## src/sv/assert_macros.svh

```systemverilog
// ----------------------------------------------------------------------------
// assert_macros
// shared assertion shorthands, clocked on clk and disabled while arst_n is low
// ----------------------------------------------------------------------------
`ifndef ASSERT_MACROS_SVH
`define ASSERT_MACROS_SVH

// same-cycle implication
`define ASSERT_IMPL(label, ante, cons, msg) \
	label: assert property (@(posedge clk) disable iff (!arst_n) (ante) |-> (cons)) \
		else $error(msg);

// next-cycle implication
`define ASSERT_NEXT(label, ante, cons, msg) \
	label: assert property (@(posedge clk) disable iff (!arst_n) (ante) |=> (cons)) \
		else $error(msg);

`endif

```

## src/sv/ptc_pkg.sv

```systemverilog
// ----------------------------------------------------------------------------
// ptc_pkg
// types, register indexes and helpers shared by the compensation pipeline
// ----------------------------------------------------------------------------
package ptc_pkg;

	localparam int RAW_W   = 24;
	localparam int CAL_W   = 16;
	localparam int RES_W   = 32;
	localparam int CFG_IDX_W = 3;

	// first-order datasheet constants
	localparam int TEMP_BASE   = 2000;
	localparam int COLD_BASE   = 1500;
	// (temp - 2000) at or below this means truncated temp / 100 < -15
	localparam int COLD_DEV_LIMIT = -3600;

	typedef enum logic [CFG_IDX_W-1:0] {
		CFG_PRESSURE_SENSITIVITY  = 3'd0,
		CFG_PRESSURE_OFFSET       = 3'd1,
		CFG_SENS_TEMP_COEFF       = 3'd2,
		CFG_OFFSET_TEMP_COEFF     = 3'd3,
		CFG_REFERENCE_TEMPERATURE = 3'd4,
		CFG_TEMP_SENSITIVITY      = 3'd5,
		CFG_SENSOR_MODEL          = 3'd6
	} cfg_index_t;

	// sensor_model codes
	localparam logic MODEL_2BAR  = 1'b0;
	localparam logic MODEL_30BAR = 1'b1;

	typedef struct packed {
		logic [RAW_W-1:0] raw_pressure;
		logic [RAW_W-1:0] raw_temperature;
	} sample_t;

	typedef struct packed {
		logic signed [RES_W-1:0] temperature_centi;
		logic signed [RES_W-1:0] pressure_value;
	} result_t;

	typedef struct packed {
		logic [CAL_W-1:0] pressure_sensitivity;
		logic [CAL_W-1:0] pressure_offset;
		logic [CAL_W-1:0] sens_temp_coeff;
		logic [CAL_W-1:0] offset_temp_coeff;
		logic [CAL_W-1:0] reference_temperature;
		logic [CAL_W-1:0] temp_sensitivity;
		logic             sensor_model;
	} cal_t;

	// first-order results handed to the correction stages
	typedef struct packed {
		logic [RAW_W-1:0]  d1;
		logic signed [18:0] temp;
		logic signed [17:0] dev;
		logic signed [18:0] cold_dev;
		logic signed [35:0] sens;
		logic signed [36:0] off;
		logic [16:0]        ti_low;
		logic [16:0]        ti_high;
		logic               low;
		logic               cold;
	} front_t;

	// corrected terms handed to the pressure stages
	typedef struct packed {
		logic [RAW_W-1:0]   d1;
		logic signed [19:0] temp;
		logic signed [39:0] sens;
		logic signed [40:0] off;
	} corr_t;

	// signed shift right that truncates toward zero like a c division
	function automatic logic signed [63:0] sdiv_pow2(input logic signed [63:0] x,
		input int unsigned k);
		logic signed [63:0] bias;
		bias = x[63] ? ((64'sd1 <<< k) - 64'sd1) : 64'sd0;
		return (x + bias) >>> k;
	endfunction

endpackage

```

## src/sv/ptc_cfg.sv

```systemverilog
// ----------------------------------------------------------------------------
// ptc_cfg
// calibration word and model select registers behind the write port
// ----------------------------------------------------------------------------
`include "assert_macros.svh"

module ptc_cfg
	import ptc_pkg::*;
(
	input  logic                 clk,
	input  logic                 arst_n,
	input  logic                 cfg_write_en,
	input  logic [CFG_IDX_W-1:0] cfg_index,
	input  logic [CAL_W-1:0]     cfg_data,
	output cal_t                 cal
);

	cal_t cal_q;

	always_ff @(posedge clk or negedge arst_n) begin
		if (!arst_n) begin
			cal_q.pressure_sensitivity  <= '0;
			cal_q.pressure_offset       <= '0;
			cal_q.sens_temp_coeff       <= '0;
			cal_q.offset_temp_coeff     <= '0;
			cal_q.reference_temperature <= '0;
			cal_q.temp_sensitivity      <= '0;
			cal_q.sensor_model          <= MODEL_30BAR;
		end else if (cfg_write_en) begin
			unique case (cfg_index_t'(cfg_index))
				CFG_PRESSURE_SENSITIVITY:  cal_q.pressure_sensitivity  <= cfg_data;
				CFG_PRESSURE_OFFSET:       cal_q.pressure_offset       <= cfg_data;
				CFG_SENS_TEMP_COEFF:       cal_q.sens_temp_coeff       <= cfg_data;
				CFG_OFFSET_TEMP_COEFF:     cal_q.offset_temp_coeff     <= cfg_data;
				CFG_REFERENCE_TEMPERATURE: cal_q.reference_temperature <= cfg_data;
				CFG_TEMP_SENSITIVITY:      cal_q.temp_sensitivity      <= cfg_data;
				CFG_SENSOR_MODEL:          cal_q.sensor_model          <= cfg_data[0];
				default: begin
					// index beyond the list, write dropped
				end
			endcase
		end
	end

	assign cal = cal_q;

	`ASSERT_NEXT(a_model_write, cfg_write_en && cfg_index == CFG_SENSOR_MODEL,
		cal_q.sensor_model == $past(cfg_data[0]), "sensor model write lost")

endmodule

```

## config.mk

```make
export PLATFORM = sky130hd
export DESIGN_NAME = ptc_cfg
export DESIGN_NICKNAME = d
export VERILOG_FILES = /design/src/sv/ptc_pkg.sv /design/src/sv/ptc_cfg.sv
export VERILOG_INCLUDE_DIRS = /design/src /design/src/sv
export SDC_FILE = /design/constraint.sdc
export NUM_CORES = 1
export LEC_CHECK = 0
export CAP_MARGIN = 20
export CORE_UTILIZATION = 45
export CTS_CLUSTER_SIZE = 20
export DETAILED_ROUTE_END_ITERATION = 8
export DONT_BUFFER_PORTS = 1
export PLACE_DENSITY = 0.56
export SLEW_MARGIN = 15
export SYNTH_ARGS = -nofsm -noshare
export SYNTH_HDL_FRONTEND = slang
export SYNTH_SLANG_ARGS = --single-unit
```

## constraint.sdc

```tcl
create_clock -name clk -period 2.15 [get_ports clk]
set_input_delay 0.1075 -clock clk [delete_from_list [all_inputs] [get_ports clk]]
set_output_delay 0.1075 -clock clk [all_outputs]
set_load 0.05 [all_outputs]
```

==> impl_results.md <==
- Outcome: finished with violations
- Failing checks: hold timing
- Row count: 32
- Sequential area share after synthesis: 0.651
- Grt ovf: 0
- CTS HTree Levels: 3
- Tmin final: 1.16 ns
- FF-to-FF setup slack: 1.09 ns
- Post-Route Setup TNS: 0 ns
- CP Data Arrival Time: 1.05 ns
- Mapped Area: 3730 um^2
- CTS tree: built
- Via count: 1869
- Static leakage: 0.00180 uW
- RSZ-0062 raised after global routing: false
- Post-route ant nets: 0
- Pwr dens: 1390 nW/um^2
- Synth Warn #: 0
- Wire per inst: 22.4 um
- VDD IR max: 0.000704 V
- Cell Area, Placed: 3760 um^2
- Finished layout cell area: 4180 um^2
- DIE WIDTH: 93.0 um
- HP Class: in2async
- Initial antenna violation count: 0
- CTS root buf: clkbuf_8
- Worst rel slew slack: 0.532
- Reg area: 2430 um^2
- Most frequent cells in the layout: mux2_2, dfrtp_1, dlygate4sd3_1
- Synthesized area per cell: 17.7 um^2
- Synth Register Bits: 97
- Most common cell after layout, fill and taps aside: mux2_2
- Filler Cells Inserted: 658
- Overall routing resource usage: 0.189
- Layout area overhead: 12.0%
- TritonCTS Sinks: 97
- GP Congestion: 0.688
- Post-Syn Instances: 211
- Setup bufs post-CTS: 0
- Worst Path Required: 2.04 ns
- # DRC: 0
- DRT iter0 DRCs: 33
- Vias per inst: 5.55
- Clock Pin Slew Worst Setup and Hold Paths: 0.09 ns
- Final #Nets: 253
- Post-CTS sizing: 0
- First-pass GRT wire length: 12.1 mm
- Core Box Area: 7890 um^2
- CTS max path bufs: 2
- Slew Viols, Final: 0
- Fmax achieved: 0.864 GHz
- Diode count: 0
- Worst R2R Start: cal[69]
- Final setup viols: 0
- Post-Route WL: 7.56 mm
- Largest register FFs: 97
- Syn Nets: 233
- Setup WS post-layout: 0.992 ns
- Worst-path fanout max: 2
- Pre-antenna DRT Iters: 3
- Fin. Hold Viols: 97
- Startpoint types: flip-flop
- DP HPWL: 4.88 mm
- Hold_buf cts: 17
- Multi-input logic area: 1190 um^2
- Die height: 93.0 um
- Largest net degree at the start of global routing: 98
- Critical path class: reg2out
- CTS Buf Count: 9
- CP startpoint: cal[0]
- Clock Latency Late Sink: 0.35 ns
- Layout cells sized above 1: 0.511
- Fin Clk Skew: 0 ns
- Worst Setup End Kind: output port
- Vias in the first global route: 2163
- Slew @ Worst Pin: 0.699 ns
- Starting Density: 0.473
- Period utilization: 0.538
- I/O pin total: 119
- Min Hold Slack: -0.554 ns
- Post-synth cell types: 11
- Max-cap violations: 0
- Port-buffer cells: 0
- Util after Layout: 0.529
- Dpl ws: 0.719 ns
- Die Area: 8650 um^2
layout make-up:
class                           instances  area share
Clock buffer                           10      0.0330
Clock inverter                          5      0.0249
Multi-Input combinational cell        104       0.286
Sequential cell                        97       0.582
Tap cell                              102      0.0306
Timing Repair Buffer                   19      0.0444
stage by stage:
step                instances  power, uW
floorplan                 211       4280
finish                    337       5820
global placement          305       4390
CTS                       337       5880
detailed placement        305       4440
global route              337       6030
logic make-up after synthesis:
kind of cell	after synthesis	share of synthesized area
buf+inv	10	0.0289
simple gates	7	0.0268
flops	97	0.651
mux	97	0.293
cells in the mapped netlist (all sizes together):
cell     n  share of area
mux2    97           0.29
and4bb   3          0.010
buf     10          0.029
dfrtp   96           0.64
dfstp    1         0.0070
nor4b    1         0.0064
nand4b   3          0.010
final timing paths:
path | cells after the start | endpoint
worst max-delay path | 0 | cal[0]
worst min-delay path | 0 | cal[37]
worst max register to register | 1 | cal[69]
worst min register to register | 1 | cal[0]
max in group asynchronous | 0 | cal[0]
min in group clk | 2 | cal[0]
report_power, final:
group	switching (uW)	internal [uW]
logic	144	325
clock network	597	798
registers	1750	2200
total	2500	3320
metal layers:
metal / up-vias / wire [um] / GRT usage
li1: 790 / - / -
met4: 0 / 148 / 0.0744
met1: 980 / 3010 / 0.224
met5: - / 0 / 0
met2: 86 / 3730 / 0.311
met3: 13 / 675 / 0.0707
Power figures use the tool's default switching activity.
