`src/sv/assert_macros.svh`:
```
// ----------------------------------------------------------------------------
// assert_macros
// shared assertion shorthands, clocked on clk and disabled while arst_n is low
// ----------------------------------------------------------------------------
`ifndef ASSERT_MACROS_SVH
`define ASSERT_MACROS_SVH

// same-cycle implication
`define ASSERT_IMPL(label, ante, cons, msg) \
	label: assert property (@(posedge clk) disable iff (!arst_n) (ante) |-> (cons)) \
		else $error(msg);

// next-cycle implication
`define ASSERT_NEXT(label, ante, cons, msg) \
	label: assert property (@(posedge clk) disable iff (!arst_n) (ante) |=> (cons)) \
		else $error(msg);

`endif

```
`src/sv/ptc_pkg.sv`:
```
// ----------------------------------------------------------------------------
// ptc_pkg
// types, register indexes and helpers shared by the compensation pipeline
// ----------------------------------------------------------------------------
package ptc_pkg;

	localparam int RAW_W   = 24;
	localparam int CAL_W   = 16;
	localparam int RES_W   = 32;
	localparam int CFG_IDX_W = 3;

	// first-order datasheet constants
	localparam int TEMP_BASE   = 2000;
	localparam int COLD_BASE   = 1500;
	// (temp - 2000) at or below this means truncated temp / 100 < -15
	localparam int COLD_DEV_LIMIT = -3600;

	typedef enum logic [CFG_IDX_W-1:0] {
		CFG_PRESSURE_SENSITIVITY  = 3'd0,
		CFG_PRESSURE_OFFSET       = 3'd1,
		CFG_SENS_TEMP_COEFF       = 3'd2,
		CFG_OFFSET_TEMP_COEFF     = 3'd3,
		CFG_REFERENCE_TEMPERATURE = 3'd4,
		CFG_TEMP_SENSITIVITY      = 3'd5,
		CFG_SENSOR_MODEL          = 3'd6
	} cfg_index_t;

	// sensor_model codes
	localparam logic MODEL_2BAR  = 1'b0;
	localparam logic MODEL_30BAR = 1'b1;

	typedef struct packed {
		logic [RAW_W-1:0] raw_pressure;
		logic [RAW_W-1:0] raw_temperature;
	} sample_t;

	typedef struct packed {
		logic signed [RES_W-1:0] temperature_centi;
		logic signed [RES_W-1:0] pressure_value;
	} result_t;

	typedef struct packed {
		logic [CAL_W-1:0] pressure_sensitivity;
		logic [CAL_W-1:0] pressure_offset;
		logic [CAL_W-1:0] sens_temp_coeff;
		logic [CAL_W-1:0] offset_temp_coeff;
		logic [CAL_W-1:0] reference_temperature;
		logic [CAL_W-1:0] temp_sensitivity;
		logic             sensor_model;
	} cal_t;

	// first-order results handed to the correction stages
	typedef struct packed {
		logic [RAW_W-1:0]  d1;
		logic signed [18:0] temp;
		logic signed [17:0] dev;
		logic signed [18:0] cold_dev;
		logic signed [35:0] sens;
		logic signed [36:0] off;
		logic [16:0]        ti_low;
		logic [16:0]        ti_high;
		logic               low;
		logic               cold;
	} front_t;

	// corrected terms handed to the pressure stages
	typedef struct packed {
		logic [RAW_W-1:0]   d1;
		logic signed [19:0] temp;
		logic signed [39:0] sens;
		logic signed [40:0] off;
	} corr_t;

	// signed shift right that truncates toward zero like a c division
	function automatic logic signed [63:0] sdiv_pow2(input logic signed [63:0] x,
		input int unsigned k);
		logic signed [63:0] bias;
		bias = x[63] ? ((64'sd1 <<< k) - 64'sd1) : 64'sd0;
		return (x + bias) >>> k;
	endfunction

endpackage

```
`src/sv/ptc_press.sv`:
```
// ----------------------------------------------------------------------------
// ptc_press
// stages 7 to 11: d1 * sens in two partial products, scaling, output register
// ----------------------------------------------------------------------------
`include "assert_macros.svh"

module ptc_press
	import ptc_pkg::*;
(
	input  logic    clk,
	input  logic    arst_n,
	input  logic    en,
	input  logic    in_valid,
	input  corr_t   corr,
	input  cal_t    cal,
	output logic    out_valid,
	output result_t result
);

	logic               v_s7, v_s8, v_s9, v_s10, v_s11;
	logic [43:0]        pp_lo_s7;
	logic signed [44:0] pp_hi_s7;
	logic signed [63:0] prod_s8;
	logic signed [42:0] scaled_s9;
	logic signed [43:0] diff_s10;
	logic signed [40:0] off_s7, off_s8, off_s9;
	logic signed [19:0] temp_s7, temp_s8, temp_s9, temp_s10;
	result_t            result_s11;

	logic signed [19:0] sens_hi;
	logic signed [63:0] p_n;

	assign sens_hi = corr.sens[39:20];

	always_comb begin
		if (cal.sensor_model == MODEL_2BAR) begin
			p_n = sdiv_pow2(64'(diff_s10), 15);
		end else begin
			p_n = sdiv_pow2(64'(diff_s10), 13);
		end
	end

	always_ff @(posedge clk or negedge arst_n) begin
		if (!arst_n) begin
			v_s7  <= 1'b0;
			v_s8  <= 1'b0;
			v_s9  <= 1'b0;
			v_s10 <= 1'b0;
			v_s11 <= 1'b0;
		end else if (en) begin
			v_s7  <= in_valid;
			v_s8  <= v_s7;
			v_s9  <= v_s8;
			v_s10 <= v_s9;
			v_s11 <= v_s10;
		end
	end

	always_ff @(posedge clk) begin
		if (en) begin
			pp_lo_s7 <= corr.d1 * corr.sens[19:0];
			pp_hi_s7 <= $signed({1'b0, corr.d1}) * sens_hi;
			off_s7   <= corr.off;
			temp_s7  <= corr.temp;

			prod_s8 <= (64'(pp_hi_s7) <<< 20) + $signed({20'b0, pp_lo_s7});
			off_s8  <= off_s7;
			temp_s8 <= temp_s7;

			scaled_s9 <= 43'(sdiv_pow2(prod_s8, 21));
			off_s9    <= off_s8;
			temp_s9   <= temp_s8;

			diff_s10 <= 44'(scaled_s9) - 44'(off_s9);
			temp_s10 <= temp_s9;

			result_s11.temperature_centi <= 32'(temp_s10);
			result_s11.pressure_value    <= p_n[RES_W-1:0];
		end
	end

	assign out_valid = v_s11;
	assign result = result_s11;

	`ASSERT_NEXT(a_freeze, !en, $stable(v_s11) && $stable(result_s11) && $stable(v_s10),
		"pipeline moved while frozen")

endmodule

```
`config.mk`:
```
export PLATFORM = sky130hd
export DESIGN_NAME = ptc_press
export DESIGN_NICKNAME = d
export VERILOG_FILES = /design/src/sv/ptc_pkg.sv /design/src/sv/ptc_press.sv
export VERILOG_INCLUDE_DIRS = /design/src /design/src/sv
export SDC_FILE = /design/constraint.sdc
export NUM_CORES = 2
export LEC_CHECK = 0
export BUFFER_PORTS_ARGS = -buffer_cell sky130_fd_sc_hd__buf_2
export CORE_MARGIN = 4
export CORE_UTILIZATION = 35
export CTS_CLUSTER_SIZE = 20
export DETAILED_ROUTE_END_ITERATION = 8
export PLACE_DENSITY = 0.57
export SYNTH_ARGS = -nofsm -noshare
export SYNTH_HDL_FRONTEND = slang
export SYNTH_SLANG_ARGS = --single-unit
```
`constraint.sdc`:
```
create_clock -name clk -period 3.6 [get_ports clk]
set_input_delay 1.08 -clock clk [delete_from_list [all_inputs] [get_ports clk]]
set_output_delay 1.08 -clock clk [all_outputs]
set_load 0.005 [all_outputs]
```
==> metrics <==
Crit path top cell by count=fa_1; Worst Setup End Kind=flop; Yosys cell types=89; Max clock buf depth=3; Synth Instances=5155; Synth Area per Inst=10.4 um2; Post-synth EDFFs=494; Finished Layout Cells=7854; CP startpoint kind=input port; routed wire length=140 mm; Slew headroom=39.7%; CP Buf/Inv Count=10; largest net degree at the start of global routing=75; skew final=0.0300 ns; Yosys warning count=0; Max Slew Vio Count=0; final setup vio count=78; CP Max Fanout=8; CP Data Arrival Time=7.16 ns; post-synthesis sequential area ratio=27.9%; Worst Hold Class=input port to asynchronous set/reset pin; Synth Register Bits=499; predominant post-synthesis flop cell=edfxtp_1; global route overflow=0; fin crit share=189%; Filler cells=14400; DRT Pass-1 Iters=5; failing checks=setup timing; post-detail-place hpwl=114 mm; drt wl/cell=17.8 um; post-route ant nets=0; # DRC=0; CTS tree=yes; vias after detailed routing=37400; initial antenna violation count=7; Final WS setup=-3.21 ns; cell family with most CP delay=adder cells; Synth top area share=29.4%; Placeable Area=152000 um2; die area=159000 um2; Worst-Margin Slew=0.905 ns; final hold vios=0; final worst path period need=6.81 ns; starting density of the core=35.2%; gr usage total=17.6%; CP peak stage delay=0.55 ns; CTS sink count=499; Final Net Count=7225; register area=15000 um2; synthesized area=53600 um2; multi-input logic area=36400 um2; vias per cell=4.77; H-tree Lvls=2; Synth area leaders=fa_1, edfxtp_1, ha_1; I/O pins=291; GP Congestion=0.894; critical path class=input port to flop; first-pass GRT wire length=222 mm; PortBufs=194; Async S/R FF share, synth=1.00%; dpl cells=7654; reg2reg setup slack=0.31 ns; Die Width=399 um; vias in the first global route=39500; area grow syn2layout=23.1%; Hold Buf Count CTS=0; Root Driver=clkbuf_16; maximum clock rate=147 MHz; Syn Nets=6598; Num CTS Buffers=51; Clock Latency Late Sink=0.61 ns; number of max-cap violations=0; Synth area leader=fa_1; Max stage delay cell, worst path=fa_1; share of cells above drive strength 1=22.4%; status=finished, violations left; Chip Height=399 um; RSZ-0062 raised after global routing=true; Reg clk slew, reported paths=0.06 ns; Row Count=143; Initial DRC Count=1759; worst path required time=3.95 ns
[state kept, by name, summed over array words and instances (netlist names)]
name       flops
result        52
scaled_s9     43
v_s8           1
v_s10          1
pp_hi_s7      44
prod_s8       64
temp_s10      20
temp_s8       20
diff_s10      44
out_valid      1
temp_s7       20
off_s8        41
pp_lo_s7      44
off_s9        41
off_s7        41
v_s7           1
temp_s9       20
v_s9           1
[kinds of logic (layout without fill, tap and decap cells)]
logic type / Yosys count / count (layout) / synth area share [%]
compound gates: 531 / 531 / 6.48
xor+xnor: 248 / 248 / 4.05
fa+ha+maj: 1217 / 1217 / 39.4
buf+inv: 1171 / 1838 / 8.33
flops: 499 / 499 / 27.9
mux: 7 / 7 / 0.142
other cells: 0 / 2 / 0
simple gates: 1482 / 1482 / 13.7
[final timing paths]
check                                 start             to  cells after the start
worst max-delay path              corr[110]   pp_hi_s7[43]                     27
max in group asynchronous            arst_n           v_s7                      1
worst min register to register  temp_s7[11]    temp_s8[11]                      0
worst min-delay path                 arst_n      out_valid                      1
min in group clk                temp_s7[11]    temp_s8[11]                      0
worst max register to register  prod_s8[63]  scaled_s9[42]                     10
[worst register-to-register path, cell delays in order, from the launching register on]
cell	delay [ns]
edfxtp_1	0.61
buf_4	0.27
ha_1	0.27
a21oi_1	0.06
o21ai_1	0.17
a311oi_1	0.14
a211o_1	0.38
a2111o_1	0.48
nor4_4	0.37
nand3_1	0.13
xnor2_1	0.13
[metal layers]
layer / up-vias / part of all wire [%] / track usage (%) / wire length, um
met1: 18800 / 45 / 24.4 / 62500
met4: 2 / 3.2 / 5.21 / 4490
met5: - / 0.0093 / 0 / 13
li1: 17600 / - / - / -
met3: 191 / 5.1 / 2.41 / 7080
met2: 868 / 47 / 28.9 / 65600
[area by class of cell]
class | count | area share [%]
clock inverter | 29 | 0.470
sequential | 499 | 22.7
multi-input combinational | 3485 | 55.1
clock buffer | 64 | 2.06
tap | 2030 | 3.85
antenna | 2 | 0.00759
timing repair buffer | 804 | 10.4
inverter | 941 | 5.36
[cell usage in the layout (no fill, tap or decap), types with 65 or more instances in the layout]
master and count:
and2_1 400, buf_2 150, inv_1 887, xor2_1 72, nand2_1 625, ha_1 372
fa_1 732, and2_4 69, edfxtp_1 494, buf_6 108, a21o_1 92, nor2_1 118
xnor2_1 153, o21ai_0 65, buf_4 474, a21oi_1 105
[per-stage QoR]
step | area, um2 | TNS (ns) | worst slack, ns | util, % | hold WS, ns
global route | 66000 | -215.62 | -3.38 | 43.4 | 0.250
finish | 66000 | -205.36 | -3.21 | 43.4 | 0.280
floorplan | 54700 | -212.39 | -3.37 | - | 0.400
global placement | 61000 | -267.61 | -3.98 | 40.1 | 0.401
CTS | 64900 | -195.94 | -3.13 | 42.7 | 0.228
detailed placement | 61000 | -271.40 | -4.08 | 40.1 | 0.405
[Yosys cell counts, types with 91 or more instances]
| library cell | number |
|---|---|
| ha_1 | 430 |
| clkbuf_1 | 197 |
| xnor2_1 | 165 |
| a21oi_1 | 152 |
| o21ai_0 | 91 |
| nand2_1 | 634 |
| a21o_1 | 92 |
| nor2_1 | 125 |
| fa_1 | 787 |
| and2_1 | 469 |
| edfxtp_1 | 494 |
| inv_1 | 941 |
[what timing repair did]
action                                  CTS  global route
pin swaps                               170           162
gates cloned                              2             0
endpoints found under the setup margin   80            78
setup buffers                            73            42
gates resized for setup                 398           191
endpoints found under the hold margin     0             0
Power is not shown: default switching activity piles up to over one toggle a cycle in this logic, so the estimate is an artifact.
