<file path="config.mk">
export PLATFORM = sky130hd
export DESIGN_NAME = ptc_corr
export DESIGN_NICKNAME = d
export VERILOG_FILES = /design/src/sv/ptc_pkg.sv /design/src/sv/ptc_corr.sv
export VERILOG_INCLUDE_DIRS = /design/src /design/src/sv
export SDC_FILE = /design/constraint.sdc
export NUM_CORES = 2
export LEC_CHECK = 0
export BUFFER_PORTS_ARGS = -buffer_cell sky130_fd_sc_hd__buf_4
export CORE_ASPECT_RATIO = 0.5
export CORE_UTILIZATION = 45
export DETAILED_ROUTE_END_ITERATION = 12
export PLACE_DENSITY = 0.59
export SLEW_MARGIN = 5
export SYNTH_ARGS = -nofsm -noshare
export SYNTH_HDL_FRONTEND = slang
export SYNTH_SLANG_ARGS = --single-unit
</file>
<file path="constraint.sdc">
create_clock -name clk -period 6.35 [get_ports clk]
set_clock_uncertainty 0.15 [all_clocks]
set_input_delay 1.27 -clock clk [delete_from_list [all_inputs] [get_ports clk]]
set_output_delay 1.27 -clock clk [all_outputs]
set_load 0.05 [all_outputs]
</file>
<file path="src/sv/assert_macros.svh">
// ----------------------------------------------------------------------------
// assert_macros
// shared assertion shorthands, clocked on clk and disabled while arst_n is low
// ----------------------------------------------------------------------------
`ifndef ASSERT_MACROS_SVH
`define ASSERT_MACROS_SVH

// same-cycle implication
`define ASSERT_IMPL(label, ante, cons, msg) \
	label: assert property (@(posedge clk) disable iff (!arst_n) (ante) |-> (cons)) \
		else $error(msg);

// next-cycle implication
`define ASSERT_NEXT(label, ante, cons, msg) \
	label: assert property (@(posedge clk) disable iff (!arst_n) (ante) |=> (cons)) \
		else $error(msg);

`endif

</file>
<file path="src/sv/ptc_pkg.sv">
// ----------------------------------------------------------------------------
// ptc_pkg
// types, register indexes and helpers shared by the compensation pipeline
// ----------------------------------------------------------------------------
package ptc_pkg;

	localparam int RAW_W   = 24;
	localparam int CAL_W   = 16;
	localparam int RES_W   = 32;
	localparam int CFG_IDX_W = 3;

	// first-order datasheet constants
	localparam int TEMP_BASE   = 2000;
	localparam int COLD_BASE   = 1500;
	// (temp - 2000) at or below this means truncated temp / 100 < -15
	localparam int COLD_DEV_LIMIT = -3600;

	typedef enum logic [CFG_IDX_W-1:0] {
		CFG_PRESSURE_SENSITIVITY  = 3'd0,
		CFG_PRESSURE_OFFSET       = 3'd1,
		CFG_SENS_TEMP_COEFF       = 3'd2,
		CFG_OFFSET_TEMP_COEFF     = 3'd3,
		CFG_REFERENCE_TEMPERATURE = 3'd4,
		CFG_TEMP_SENSITIVITY      = 3'd5,
		CFG_SENSOR_MODEL          = 3'd6
	} cfg_index_t;

	// sensor_model codes
	localparam logic MODEL_2BAR  = 1'b0;
	localparam logic MODEL_30BAR = 1'b1;

	typedef struct packed {
		logic [RAW_W-1:0] raw_pressure;
		logic [RAW_W-1:0] raw_temperature;
	} sample_t;

	typedef struct packed {
		logic signed [RES_W-1:0] temperature_centi;
		logic signed [RES_W-1:0] pressure_value;
	} result_t;

	typedef struct packed {
		logic [CAL_W-1:0] pressure_sensitivity;
		logic [CAL_W-1:0] pressure_offset;
		logic [CAL_W-1:0] sens_temp_coeff;
		logic [CAL_W-1:0] offset_temp_coeff;
		logic [CAL_W-1:0] reference_temperature;
		logic [CAL_W-1:0] temp_sensitivity;
		logic             sensor_model;
	} cal_t;

	// first-order results handed to the correction stages
	typedef struct packed {
		logic [RAW_W-1:0]  d1;
		logic signed [18:0] temp;
		logic signed [17:0] dev;
		logic signed [18:0] cold_dev;
		logic signed [35:0] sens;
		logic signed [36:0] off;
		logic [16:0]        ti_low;
		logic [16:0]        ti_high;
		logic               low;
		logic               cold;
	} front_t;

	// corrected terms handed to the pressure stages
	typedef struct packed {
		logic [RAW_W-1:0]   d1;
		logic signed [19:0] temp;
		logic signed [39:0] sens;
		logic signed [40:0] off;
	} corr_t;

	// signed shift right that truncates toward zero like a c division
	function automatic logic signed [63:0] sdiv_pow2(input logic signed [63:0] x,
		input int unsigned k);
		logic signed [63:0] bias;
		bias = x[63] ? ((64'sd1 <<< k) - 64'sd1) : 64'sd0;
		return (x + bias) >>> k;
	endfunction

endpackage

</file>
<file path="src/sv/ptc_corr.sv">
// ----------------------------------------------------------------------------
// ptc_corr
// stages 4 to 6: second-order temperature, offset and sensitivity corrections
// ----------------------------------------------------------------------------
`include "assert_macros.svh"

module ptc_corr
	import ptc_pkg::*;
(
	input  logic   clk,
	input  logic   arst_n,
	input  logic   en,
	input  logic   in_valid,
	input  front_t front,
	input  cal_t   cal,
	output logic   out_valid,
	output corr_t  corr
);

	logic               v_s4, v_s5, v_s6;
	logic [RAW_W-1:0]   d1_s4, d1_s5;
	logic signed [19:0] temp_s4, temp_s5;
	logic signed [35:0] sens_s4, sens_s5;
	logic signed [36:0] off_s4, off_s5;
	logic [33:0]        dev_sq_s4;
	logic [35:0]        cold_sq_s4;
	logic               low_s4, cold_s4, low_s5;
	logic [39:0]        offi_s5;
	logic [37:0]        sensi_s5;
	corr_t              corr_s6;

	logic signed [35:0] dev_full;
	logic signed [37:0] cold_full;
	logic [16:0]        ti_n;
	logic [39:0]        offi_n;
	logic [37:0]        sensi_n;

	always_ff @(posedge clk or negedge arst_n) begin
		if (!arst_n) begin
			v_s4 <= 1'b0;
			v_s5 <= 1'b0;
			v_s6 <= 1'b0;
		end else if (en) begin
			v_s4 <= in_valid;
			v_s5 <= v_s4;
			v_s6 <= v_s5;
		end
	end

	assign dev_full  = front.dev * front.dev;
	assign cold_full = front.cold_dev * front.cold_dev;

	always_comb begin
		if (front.low) begin
			ti_n = front.ti_low;
		end else if (cal.sensor_model == MODEL_30BAR) begin
			ti_n = front.ti_high;
		end else begin
			ti_n = '0;
		end
	end

	always_comb begin
		offi_n  = '0;
		sensi_n = '0;
		if (cal.sensor_model == MODEL_2BAR) begin
			if (low_s4) begin
				offi_n  = 40'((40'(dev_sq_s4) * 40'd31) >> 3);
				sensi_n = 38'((40'(dev_sq_s4) * 40'd63) >> 5);
			end
		end else if (low_s4) begin
			offi_n  = 40'((40'(dev_sq_s4) * 40'd3) >> 1);
			sensi_n = 38'((38'(dev_sq_s4) * 38'd5) >> 3);
			if (cold_s4) begin
				offi_n  = offi_n + 40'(cold_sq_s4) * 40'd7;
				sensi_n = sensi_n + 38'(cold_sq_s4) * 38'd4;
			end
		end else begin
			offi_n = 40'(dev_sq_s4 >> 4);
		end
	end

	always_ff @(posedge clk) begin
		if (en) begin
			d1_s4      <= front.d1;
			temp_s4    <= 20'(front.temp) - $signed({3'b0, ti_n});
			sens_s4    <= front.sens;
			off_s4     <= front.off;
			dev_sq_s4  <= dev_full[33:0];
			cold_sq_s4 <= cold_full[35:0];
			low_s4     <= front.low;
			cold_s4    <= front.cold;

			d1_s5    <= d1_s4;
			temp_s5  <= temp_s4;
			sens_s5  <= sens_s4;
			off_s5   <= off_s4;
			low_s5   <= low_s4;
			offi_s5  <= offi_n;
			sensi_s5 <= sensi_n;

			corr_s6.d1   <= d1_s5;
			corr_s6.temp <= temp_s5;
			corr_s6.sens <= 40'(sens_s5) - $signed({2'b0, sensi_s5});
			corr_s6.off  <= 41'(off_s5) - $signed({1'b0, offi_s5});
		end
	end

	assign out_valid = v_s6;
	assign corr = corr_s6;

	`ASSERT_IMPL(a_warm_2bar, v_s5 && cal.sensor_model == MODEL_2BAR && !low_s5,
		offi_s5 == '0 && sensi_s5 == '0, "2 bar model corrected above 20 degC")

endmodule

</file>
==> impl_metrics.py <==
metrics = {
    "run_status": {
        "status": "complete, but fails checks",
        "violations": "setup timing",
    },
    "clock_network": {
        "postCtsHoldBufs": 0,
        "clock-sinks": 510,
        "clk_pin_slew_worst_paths_ns": 0.06,
        "cts_max_level": 2,
        "cts_buffers": 53,
        "clk_latency_ns": 0.64,
        "cts_root_buf": "clkbuf_16",
        "cts_tree": "yes",
        "cts_buffer_depth": 3,
    },
    "layout": {
        "multi_input_area_um2": 41300,
        "regArea_um2": 15300,
        "nets": 8263,
        "final_area_um2": 72200,
        "areaGrowthSynthToFinish_pct": 20.7,
        "fillCellCount": 11453,
        "drive_gt1_share_pct": 20.4,
        "layout.cells.non_filler": 8382,
    },
    "worst_setup_path": {
        "critPathRequiredTime_ns": 6.56,
        "cp_max_fo": 4,
        "cp-start-kind": "primary input",
        "crit_path_max_incr_delay_ns": 0.56,
        "cp_slowest_cell": "fa_1",
        "critPathArrivalTime_ns": 7.05,
        "crit_type": "primary input to flop",
        "crit_family": "adder cells",
        "critPathCaptureType": "flop",
        "crit_top_cell": "fa_1",
        "cp_num_buf_inv": 6,
    },
    "floorplanning": {
        "die-area_um2": 134000,
        "std_cell_rows": 94,
        "die_y_um": 260,
        "die_w_um": 517,
        "num_io_pins": 416,
        "start_util_pct": 45.4,
        "core_um2": 132000,
    },
    "sta": {
        "fmax_mhz": 146,
        "setup_slack_ns": -0.494,
        "period_share_pct": 108,
        "setup_viol": 28,
        "tightest_slew_ns": 0.931,
        "slew_headroom_pct": 37.7,
        "rsz0062_at_grt": "yes",
        "post-route-min-period_ns": 6.84,
        "slew_violations": 0,
        "hold_viol_final": 0,
    },
    "global_routing": {
        "met1_usage_pct": 33.9,
        "track_usage_pct": 23.5,
        "antenna_found_initial": 2,
        "met2_usage_pct": 38.4,
        "overflow": 0,
        "grt_util_met3_pct": 2.84,
        "grt_pass1_vias": 46246,
        "busiest_layer": "met2",
        "grt_pass1_wl_um": 249000,
        "grt_max_degree": 120,
    },
    "synthesis": {
        "synth_cell_type_count": 99,
        "synth_compound_area_share_pct": 12.1,
        "synthSimpleGateAreaFrac_pct": 8.84,
        "ys_seq_area_share_pct": 25.6,
        "ys_ff_latch": 510,
        "synth_mux_area_share_pct": 0.693,
        "synthCells": 5726,
        "synth_flop_cell": "edfxtp_1",
        "synth_common_cells": "inv_1, fa_1, ha_1",
        "synth_area_um2": 59800,
        "synth-xor-area-share_pct": 5.06,
        "synthTopCellsByArea": "fa_1, edfxtp_1, ha_1",
        "ys.warnings.count": 0,
        "syn_area_per_cell_um2": 10.4,
        "synth_top_family_by_area": "adder cells",
        "async_flop_share_pct": 0.588,
        "synth_fa_ha_area_share_pct": 39.8,
        "synth_top_cell_by_area": "fa_1",
        "yosysMostFrequentCell": "inv_1",
        "synth_edf_count": 507,
        "synth_top_cell_area_share_pct": 27.8,
    },
    "placement": {
        "io_buffer_count": 319,
        "dp_hpwl_um": 131000,
        "place_inst": 8240,
        "post_dp_cell_area_um2": 68700,
        "place_congestion": 0.924,
    },
    "detailed_routing": {
        "first_pass_iters": 5,
        "ant_nets": 0,
        "wl_per_cell_um": 18.7,
        "via_per_inst": 5.22,
        "dr_total_vias": 43720,
        "drt-total-wl_um": 157000,
        "drtIter0Drc": 2837,
        "route.detailed.drc": 0,
    },
    "flow_run": {
        "cap_violations": 0,
    },
    "min_path": {
        "hold_path.class": "flop to flop",
    },
}
==> area by class of cell <==
class,count,area share (%)
multi-input combinational,3966,57.2
clock buffer,62,1.88
inverter,1137,5.93
tap,1776,3.08
antenna,2,0.00693
sequential,510,21.2
clock inverter,29,0.340
timing repair buffer,900,10.3
==> metrics by stage <==
| stage | TNS (ns) | hold WS, ns | worst slack [ns] | utilization (%) |
|---|---|---|---|---|
| 2_1_floorplan | -15.61 | 0.250 | -0.983 | - |
| 3_5_place_dp | -40.32 | 0.255 | -1.43 | 52.2 |
| 3_3_place_gp | -38.14 | 0.251 | -1.40 | 52.2 |
| 6_report | -8.46 | 0.256 | -0.494 | 54.8 |
| 4_1_cts | -9.35 | 0.262 | -0.572 | 54.1 |
| 5_1_grt | -13.62 | 0.269 | -0.659 | 54.8 |
==> routing by layer <==
metal / up-vias / part of all wire (%)
met5: - / 0
met4: 0 / 1.7
met3: 169 / 5.7
met2: 1033 / 46
met1: 21803 / 46
li1: 20715 / -
==> cell families (layout without fill, tap and decap cells) <==
group | Yosys count | count (layout)
other | 2 | 8
xor gates and xnor gates | 345 | 345
and+or+nand+nor | 1083 | 1083
muxes | 40 | 40
AOI/OAI and AO/OA | 1087 | 1087
buffers and inverters | 1254 | 2128
adders and majority gates | 1405 | 1405
DFF | 510 | 510
==> repair_timing <==
item	4_1_cts	5_1_grt
gates resized for setup	165	199
gates cloned	2	3
buffers inserted	42	29
endpoints found under the setup margin	33	54
pin swaps	117	160
==> cells in the final DEF, fill, tap and decap left out, types with 56 or more instances in the layout <==
cell type	instances
nor2_1	197
ha_1	547
inv_1	1090
o21ai_0	159
nand2b_1	56
xnor2_1	231
fa_1	783
nand2_1	320
a21oi_1	281
clkbuf_16	56
a21o_1	155
buf_4	805
nor3_1	59
xor2_1	99
and2_1	110
edfxtp_1	507
nand3_1	56
==> flip-flops by register name, summed over array words and instances (netlist names), 33 cells and up <==
register,cells
corr,125
dev_sq_s4,33
cold_sq_s4,35
off_s5,37
sensi_s5,38
off_s4,37
offi_s5,40
sens_s4,36
sens_s5,36
==> final timing paths <==
check,startpoint,end,slack [ns],cells past startpoint
max,front[126],cold_sq_s4[33]$_DFFE_PP_,-0.49,25
min,off_s4[20]$_DFFE_PP_,off_s5[20]$_DFFE_PP_,0.26,0
min reg2reg,off_s4[20]$_DFFE_PP_,off_s5[20]$_DFFE_PP_,0.26,0
min in group asynchronous,arst_n,v_s4$_DFFE_PN0P_,0.30,1
max reg2reg,dev_sq_s4[2]$_DFFE_PP_,sensi_s5[31]$_DFFE_PP_,0.35,22
max in group asynchronous,arst_n,out_valid$_DFFE_PN0P_,5.65,1
==> worst reg2reg max path: cells and delay by family, from the launching register on <==
kind / cells / cell delay [ns]
xor+xnor: 1 / 0.13
mux: 1 / 0.34
buf+inv: 1 / 0.20
flops: 1 / 0.39
compound gates: 14 / 3.24
fa+ha+maj: 4 / 1.17
simple gates: 1 / 0.14
Power is not shown: default switching activity piles up to over one toggle a cycle in this logic, so the estimate is an artifact.
